==> config.mk <==
export PLATFORM = sky130hd
export DESIGN_NAME = annexb_start_code_splitter_top
export DESIGN_NICKNAME = d
export VERILOG_FILES = /design/src/sv/asbs_pkg.sv /design/src/sv/asbs_fifo.sv /design/src/sv/asbs_front.sv /design/src/sv/asbs_back.sv /design/src/sv/annexb_start_code_splitter_top.sv
export SDC_FILE = /design/constraint.sdc
export NUM_CORES = 1
export LEC_CHECK = 0
export BUFFER_PORTS_ARGS = -buffer_cell sky130_fd_sc_hd__buf_4
export CAP_MARGIN = 40
export CORE_UTILIZATION = 55
export CTS_BUF_LIST = sky130_fd_sc_hd__clkbuf_4 sky130_fd_sc_hd__clkbuf_8
export CTS_CLUSTER_DIAMETER = 50
export DETAILED_ROUTE_END_ITERATION = 6
export MAX_ROUTING_LAYER = met4
export PLACE_DENSITY_LB_ADDON = 0.3
export RECOVER_POWER = 100
export SLEW_MARGIN = 30
export SYNTH_ARGS = -nofsm -noshare
export SYNTH_HDL_FRONTEND = slang
export SYNTH_SLANG_ARGS = --single-unit
export TNS_END_PERCENT = 1
==> constraint.sdc <==
create_clock -name aclk -period 2.3 [get_ports aclk]
set_input_delay 0 -clock aclk [delete_from_list [all_inputs] [get_ports aclk]]
set_output_delay 0 -clock aclk [all_outputs]
set_load 0.005 [all_outputs]
==> src/sv/asbs_pkg.sv <==
// Shared types and constants for the Annex B start code splitter.
package asbs_pkg;

    localparam int FIFO_DEPTH = 4;
    localparam int FIFO_PTR_W = $clog2(FIFO_DEPTH);
    localparam int FIFO_CNT_W = $clog2(FIFO_DEPTH + 1);

    localparam logic [7:0] BYTE_ZERO = 8'h00;
    localparam logic [7:0] BYTE_ONE  = 8'h01;

    localparam logic [1:0] ZRUN_MAX = 2'd3;
    localparam logic [1:0] ZRUN_SC  = 2'd2;

    localparam logic [2:0] PREFIX_NONE  = 3'd0;
    localparam logic [2:0] PREFIX_SHORT = 3'd3;
    localparam logic [2:0] PREFIX_LONG  = 3'd4;

    localparam logic ACTION_DATA  = 1'b0;
    localparam logic ACTION_FLUSH = 1'b1;

    // One back-end command: push nzeros zero bytes, then push data or close the unit.
    typedef struct packed {
        logic [1:0] nzeros;
        logic       push_b;
        logic [7:0] data;
        logic [2:0] prefix;
    } cmd_t;

    typedef struct packed {
        logic full;
        logic valid;
    } fifo_status_t;

endpackage

==> src/sv/asbs_fifo.sv <==
// Command queue between the front classifier and the back unit builder.
module asbs_fifo
    import asbs_pkg::*;
(
    input  logic         aclk,
    input  logic         aresetn,
    input  logic         push,
    input  cmd_t         push_cmd,
    input  logic         pop,
    output cmd_t         head_cmd,
    output fifo_status_t status
);

    cmd_t                  mem_reg [FIFO_DEPTH];
    logic [FIFO_PTR_W-1:0] wr_ptr_reg, wr_ptr_next;
    logic [FIFO_PTR_W-1:0] rd_ptr_reg, rd_ptr_next;
    logic [FIFO_CNT_W-1:0] count_reg, count_next;
    logic                  do_push, do_pop;

    assign status.full  = (count_reg == FIFO_CNT_W'(FIFO_DEPTH));
    assign status.valid = (count_reg != '0);
    assign head_cmd     = mem_reg[rd_ptr_reg];

    assign do_push = push && !status.full;
    assign do_pop  = pop && status.valid;

    always_comb begin
        wr_ptr_next = do_push ? wr_ptr_reg + 1'b1 : wr_ptr_reg;
        rd_ptr_next = do_pop ? rd_ptr_reg + 1'b1 : rd_ptr_reg;
        count_next  = count_reg;
        if (do_push && !do_pop) begin
            count_next = count_reg + 1'b1;
        end else if (!do_push && do_pop) begin
            count_next = count_reg - 1'b1;
        end
    end

    always_ff @(posedge aclk) begin
        if (!aresetn) begin
            wr_ptr_reg <= '0;
            rd_ptr_reg <= '0;
            count_reg  <= '0;
        end else begin
            wr_ptr_reg <= wr_ptr_next;
            rd_ptr_reg <= rd_ptr_next;
            count_reg  <= count_next;
        end
    end

    always_ff @(posedge aclk) begin
        if (do_push) begin
            mem_reg[wr_ptr_reg] <= push_cmd;
        end
    end

endmodule

==> src/sv/asbs_front.sv <==
// Front end: accepts stream bytes, tracks the zero run and classifies each transaction.
module asbs_front
    import asbs_pkg::*;
(
    input  logic       aclk,
    input  logic       aresetn,
    input  logic       s_tvalid,
    output logic       s_tready,
    input  logic [7:0] s_tdata,
    input  logic       s_tuser,
    input  logic       fifo_full,
    output logic       cmd_push,
    output cmd_t       cmd
);

    logic [1:0] zero_run_reg, zero_run_next;
    logic       accept;
    logic       need_cmd;

    assign s_tready = !fifo_full;
    assign accept   = s_tvalid && s_tready;
    assign cmd_push = accept && need_cmd;

    always_comb begin
        zero_run_next = zero_run_reg;
        need_cmd      = 1'b1;
        cmd.nzeros    = zero_run_reg;
        cmd.push_b    = 1'b1;
        cmd.data      = s_tdata;
        cmd.prefix    = PREFIX_NONE;
        if (s_tuser == ACTION_FLUSH) begin
            cmd.push_b    = 1'b0;
            zero_run_next = '0;
        end else if (s_tdata == BYTE_ZERO) begin
            cmd.nzeros = '0;
            if (zero_run_reg != ZRUN_MAX) begin
                need_cmd      = 1'b0;
                zero_run_next = zero_run_reg + 1'b1;
            end
        end else if (s_tdata == BYTE_ONE && zero_run_reg >= ZRUN_SC) begin
            cmd.nzeros    = '0;
            cmd.push_b    = 1'b0;
            cmd.prefix    = (zero_run_reg == ZRUN_MAX) ? PREFIX_LONG : PREFIX_SHORT;
            zero_run_next = '0;
        end else begin
            zero_run_next = '0;
        end
    end

    always_ff @(posedge aclk) begin
        if (!aresetn) begin
            zero_run_reg <= '0;
        end else if (accept) begin
            zero_run_reg <= zero_run_next;
        end
    end

endmodule

==> src/sv/asbs_back.sv <==
// Back end: runs queued commands one step a cycle while the output register is free, and drives the output register.
module asbs_back
    import asbs_pkg::*;
(
    input  logic        aclk,
    input  logic        aresetn,
    input  logic        cmd_valid,
    input  cmd_t        cmd,
    output logic        cmd_pop,
    output logic        m_tvalid,
    input  logic        m_tready,
    output logic [15:0] m_tdata,
    output logic        m_tuser,
    output logic        m_tlast
);

    logic [7:0] held_byte_reg, held_byte_next;
    logic       held_valid_reg, held_valid_next;
    logic       held_first_reg, held_first_next;
    logic [2:0] prefix_reg, prefix_next;
    logic [1:0] zcnt_reg, zcnt_next;

    logic       out_valid_reg;
    logic [7:0] out_byte_reg;
    logic [2:0] out_prefix_reg;
    logic       out_first_reg, out_last_reg;

    logic       out_free, op_go, op_zero, op_push, emit;
    logic [7:0] op_byte;

    assign out_free = !out_valid_reg || m_tready;
    assign op_go    = cmd_valid && out_free;
    assign op_zero  = (zcnt_reg != cmd.nzeros);
    assign op_push  = op_zero || cmd.push_b;
    assign op_byte  = op_zero ? BYTE_ZERO : cmd.data;
    assign emit     = op_go && held_valid_reg;
    assign cmd_pop  = op_go && !op_zero;

    always_comb begin
        held_byte_next  = held_byte_reg;
        held_valid_next = held_valid_reg;
        held_first_next = held_first_reg;
        prefix_next     = prefix_reg;
        zcnt_next       = zcnt_reg;
        if (op_go) begin
            zcnt_next = op_zero ? zcnt_reg + 1'b1 : '0;
            if (op_push) begin
                held_byte_next  = op_byte;
                held_valid_next = 1'b1;
                if (held_valid_reg) begin
                    held_first_next = 1'b0;
                end
            end else begin
                held_byte_next  = BYTE_ZERO;
                held_valid_next = 1'b0;
                held_first_next = 1'b1;
                prefix_next     = cmd.prefix;
            end
        end
    end

    always_ff @(posedge aclk) begin
        if (!aresetn) begin
            held_valid_reg <= 1'b0;
            held_first_reg <= 1'b1;
            prefix_reg     <= PREFIX_NONE;
            zcnt_reg       <= '0;
            out_valid_reg  <= 1'b0;
        end else begin
            held_valid_reg <= held_valid_next;
            held_first_reg <= held_first_next;
            prefix_reg     <= prefix_next;
            zcnt_reg       <= zcnt_next;
            if (emit) begin
                out_valid_reg <= 1'b1;
            end else if (m_tready) begin
                out_valid_reg <= 1'b0;
            end
        end
    end

    always_ff @(posedge aclk) begin
        held_byte_reg <= held_byte_next;
        if (emit) begin
            out_byte_reg   <= held_byte_reg;
            out_first_reg  <= held_first_reg;
            out_last_reg   <= !op_push;
            out_prefix_reg <= prefix_reg;
        end
    end

    assign m_tvalid = out_valid_reg;
    assign m_tdata  = {5'b0, out_prefix_reg, out_byte_reg};
    assign m_tuser  = out_first_reg;
    assign m_tlast  = out_last_reg;

endmodule

==> src/sv/annexb_start_code_splitter_top.sv <==
// Top level of the Annex B start code splitter: front classifier, command queue, back unit.
// Throughput: one input transaction per cycle while the queue has room; the back unit runs
// one step per cycle while its output register is free and replays held zeros first.
// A byte passes through the command queue, the held byte register and the output register.
// Reset: aresetn is synchronous, active low; clears the zero run, queue and output valid,
// and opens a unit with prefix 0.
module annexb_start_code_splitter_top
    import asbs_pkg::*;
(
    input  logic        aclk,
    input  logic        aresetn,
    input  logic        s_tvalid,
    output logic        s_tready,
    input  logic [7:0]  s_tdata,   // [7:0] stream_byte
    input  logic        s_tuser,   // [0] action
    output logic        m_tvalid,
    input  logic        m_tready,
    output logic [15:0] m_tdata,   // [7:0] unit_byte, [10:8] prefix_length, [15:11] zero
    output logic        m_tuser,   // [0] first_of_unit
    output logic        m_tlast    // last_of_unit
);

    cmd_t         push_cmd, head_cmd;
    logic         cmd_push, cmd_pop;
    fifo_status_t fifo_st;

    asbs_front u_front (
        .aclk      (aclk),
        .aresetn   (aresetn),
        .s_tvalid  (s_tvalid),
        .s_tready  (s_tready),
        .s_tdata   (s_tdata),
        .s_tuser   (s_tuser),
        .fifo_full (fifo_st.full),
        .cmd_push  (cmd_push),
        .cmd       (push_cmd)
    );

    asbs_fifo u_fifo (
        .aclk     (aclk),
        .aresetn  (aresetn),
        .push     (cmd_push),
        .push_cmd (push_cmd),
        .pop      (cmd_pop),
        .head_cmd (head_cmd),
        .status   (fifo_st)
    );

    asbs_back u_back (
        .aclk      (aclk),
        .aresetn   (aresetn),
        .cmd_valid (fifo_st.valid),
        .cmd       (head_cmd),
        .cmd_pop   (cmd_pop),
        .m_tvalid  (m_tvalid),
        .m_tready  (m_tready),
        .m_tdata   (m_tdata),
        .m_tuser   (m_tuser),
        .m_tlast   (m_tlast)
    );

    a_pop_needs_cmd: assert property (@(posedge aclk) disable iff (!aresetn)
        cmd_pop |-> fifo_st.valid)
        else $error("command popped from empty queue");

    a_push_needs_room: assert property (@(posedge aclk) disable iff (!aresetn)
        cmd_push |-> !fifo_st.full)
        else $error("command pushed into full queue");

    a_prefix_legal: assert property (@(posedge aclk) disable iff (!aresetn)
        m_tvalid |-> (m_tdata[10:8] == PREFIX_NONE || m_tdata[10:8] == PREFIX_SHORT
                      || m_tdata[10:8] == PREFIX_LONG))
        else $error("illegal prefix length on output");

    a_reset_idle: assert property (@(posedge aclk)
        !aresetn |=> !m_tvalid)
        else $error("output valid after reset");

endmodule
==> metrics.md <==
| Metric | Value |
|---|---|
| CTS tree | `yes` |
| PortBufs | `27` |
| Wire per inst | `15.0 um` |
| FF+latch area | `2530 um^2` |
| Initial core utilization | `57.1%` |
| RSZ-0062 raised after global routing | `yes` |
| Tightest Pin Transition | `634 ps` |
| WP data arrival | `2640 ps` |
| Gp weighted congestion | `0.745` |
| Pint | `3.37 mW` |
| Static Leak | `1.60 nW` |
| Number of global-route vias before repair | `1868` |
| Clock power frac | `22.7%` |
| Prevailing post-synth register cell | `edfxtp_1` |
| Total detailed-routing wirelength | `5.54 mm` |
| Ys Warns | `0` |
| Via density per instance | `5.14` |
| Fill cell count | `443` |
| Placed Instances | `337` |
| Syn-to-layout area delta | `19.8%` |
| Max-Cap Viols | `0` |
| Number of hold violations in the final report | `0` |
| Clock skew | `8.02 ps` |
| Synth Cell Area | `3620 um^2` |
| Residual DRC | `0` |
| Fin crit share | `102%` |
| DIE AREA | `6920 um^2` |
| Total track usage | `18.6%` |
| Synth cell types | `39` |
| Largest net degree at the start of global routing | `21` |
| Via count | `1896` |
| Placed inst area | `4030 um^2` |
| # IOs | `33` |
| Die Y-Extent | `83.2 um` |
| Setup Crit Path Kind | `reg2reg` |
| Pre-CTS setup slack | `-27.3 ps` |
| Post-synth EDFFs | `72` |
| Final setup viols | `1` |
| Hold-critical path depth | `4` |
| Multi-input logic area | `1030 um^2` |
| Final worst slack | `-46.4 ps` |
| Sw power | `1.32 mW` |
| Fin. max-slew vios | `0` |
| Critical path's slowest cell | `dfxtp_4` |
| Synth top area cells | `edfxtp_1, dfxtp_1, mux4_2` |
| Core Footprint | `6350 um^2` |
| Slew headroom | `57.7%` |
| Worst Path Buf+Inv | `2` |
| Pwr/cell area | `1080 nW/um^2` |
| Run status | `finished, violations left` |
| CTS Buffer Depth | `2` |
| Crit path cell chain | `mux2i_1 -> xnor2_1 -> nor3b_2 -> o21a_1 -> inv_1 -> ha_2 -> inv_2 -> fa_2 -> xor2_1 -> or3_1 -> a21boi_1` |
| First-pass GRT wire length | `9.16 mm` |
| Total grt overflow | `0` |
| Detail Placement HPWL | `3.70 mm` |
| Yosys reg bits | `90` |
| # rows | `29` |
| Die W | `83.2 um` |
| Post-DRT Antenna Nets | `0` |
| Asr flop ratio synth | `0%` |
| Reg clk slew, reported paths | `90 ps` |
| H-tree depth | `3` |
| Area share of the largest cell type after synthesis | `59.6%` |
| CP endpoint kind | `register` |
| Final std cells w/o fill | `369` |
| FF-to-FF path depth | `11` |
| Post-Synthesis Cells | `220` |
| Layout cell share with drive strength beyond 1 | `28.4%` |
| Root Driver | `clkbuf_8` |
| TritonCTS buffer count | `9` |
| Total stage count of the critical path | `11` |
| Critical Path Max Stage Delay | `390 ps` |
| Detailed Route Iter0 Violations | `100` |
| Final TNS setup | `-46.4 ps` |
| Sequential fraction of the synthesis area | `69.6%` |
| Mean Syn Cell Area | `16.5 um^2` |
| # diodes | `0` |
| Tmin final | `2350 ps` |
| Crit start category | `register` |
| Final-stage net count | `308` |
| Min-delay worst type | `in2reg` |
| Clk_lat worst skew | `360 ps` |
| Worst IR drop on VDD | `0.611 mV` |
| Finished Cell Area | `4340 um^2` |
| Dominant cell type by area after synthesis | `edfxtp_1` |
| Clock sinks | `90` |
| Combinational power share | `28.3%` |
| Fmax | `426 MHz` |
| Net Sw Frac | `28.2%` |
| Antenna violations before repair | `0` |
| Worst Path Required | `2600 ps` |
| Total chip power | `4.70 mW` |
| Max reg flops | `52` |
| Maximum fanout along the worst path | `5` |
| Number of detailed-route iterations in the first pass | `4` |
| Violations in the final reports | `setup timing` |
| Crit path max-delay family | `adder cells` |
| Reg power frac | `49.0%` |
[cell usage after synthesis (all sizes together) (4+ instances only)]
cell	count
buf	8
mux2i	12
and2	9
mux4	11
dfxtp	18
ha	7
nor3	4
edfxtp	72
nor2	9
nor2b	11
nand2	9
inv	8
xnor2	7
[what timing repair did]
action,CTS,global route
pin swaps,2,0
setup endpoints to repair,1,4
hold buffers,9,1
hold endpoints to repair,35,2
buffers inserted,6,0
gates resized for setup,2,0
[cells by family after synthesis]
| kind of cell | after synthesis | share of synthesized area, % |
|---|---|---|
| AO/OA/AOI/OAI | 15 | 3.00 |
| AND/OR/NAND/NOR | 55 | 9.18 |
| buffers and inverters | 19 | 2.83 |
| adder cells (fa/ha/maj) | 8 | 2.97 |
| XOR/XNOR | 9 | 2.17 |
| other | 1 | 0.103 |
| flip-flops | 90 | 69.6 |
| multiplexers | 23 | 10.1 |
[worst paths after layout]
path,start,slack [ps],to
max,register,-50,u_fifo.count_reg[2]$_SDFFE_PN0P_
min,m_tready,110,u_back.m_tvalid$_SDFFE_PN0P_
max reg2reg,register,-50,u_fifo.count_reg[2]$_SDFFE_PN0P_
min reg2reg,u_back.held_byte_reg[0]$_SDFFCE_PP0N_,430,u_back.out_byte_reg[0]$_DFFE_PP_
[layer usage]
layer,share of wire [%],vias up,track usage [%]
li1,-,938,-
met3,3.8,8,5.27
met5,0,-,-
met4,1.8,0,8.46
met1,43,901,21.2
met2,52,49,30.6
[area by class of cell]
| class | count | share of cell area [%] |
|---|---|---|
| inverters | 8 | 0.692 |
| clock buffers | 9 | 2.85 |
| repair buffers | 63 | 10.6 |
| well taps | 77 | 2.22 |
| multi-input cells | 115 | 23.7 |
| clock inverters | 7 | 1.73 |
| flip-flops and latches | 90 | 58.2 |
[tightest hold or removal path, delay by kind of cell]
kind	cells	cell delay, ps
buffers and inverters	2	220
AO/OA/AOI/OAI	1	170
AND/OR/NAND/NOR	1	50
[metrics by stage]
step | util [%] | hold slack, ps
2_1_floorplan | - | 98.9
3_3_place_gp | 63.4 | 211
3_5_place_dp | 63.4 | 213
4_1_cts | 68.8 | 3.69
5_1_grt | 68.4 | 105
6_report | 68.4 | 109
[cell usage in the layout, fill, tap and decap left out, types with 10 or more instances in the layout]
cell | Yosys | layout
edfxtp_1 | 72 | 72
buf_4 | 6 | 28
dfxtp_1 | 18 | 17
clkbuf_4 | 0 | 15
mux2i_1 | 12 | 12
mux4_2 | 11 | 11
nor2b_1 | 11 | 11
dlygate4sd3_1 | 0 | 10
clkbuf_1 | 3 | 10
[power by group through the flow]
stage	clock (mW)	combinational [mW]	sequential (mW)
final	1.07	1.33	2.30
after global routing	1.16	1.46	2.33
after CTS	1.08	1.36	2.30
after detailed placement	0	1.26	2.33
after global placement	0	1.24	2.31
after floorplan	0	0.839	2.30
No activity file was read; power rests on OpenSTA's default activity.
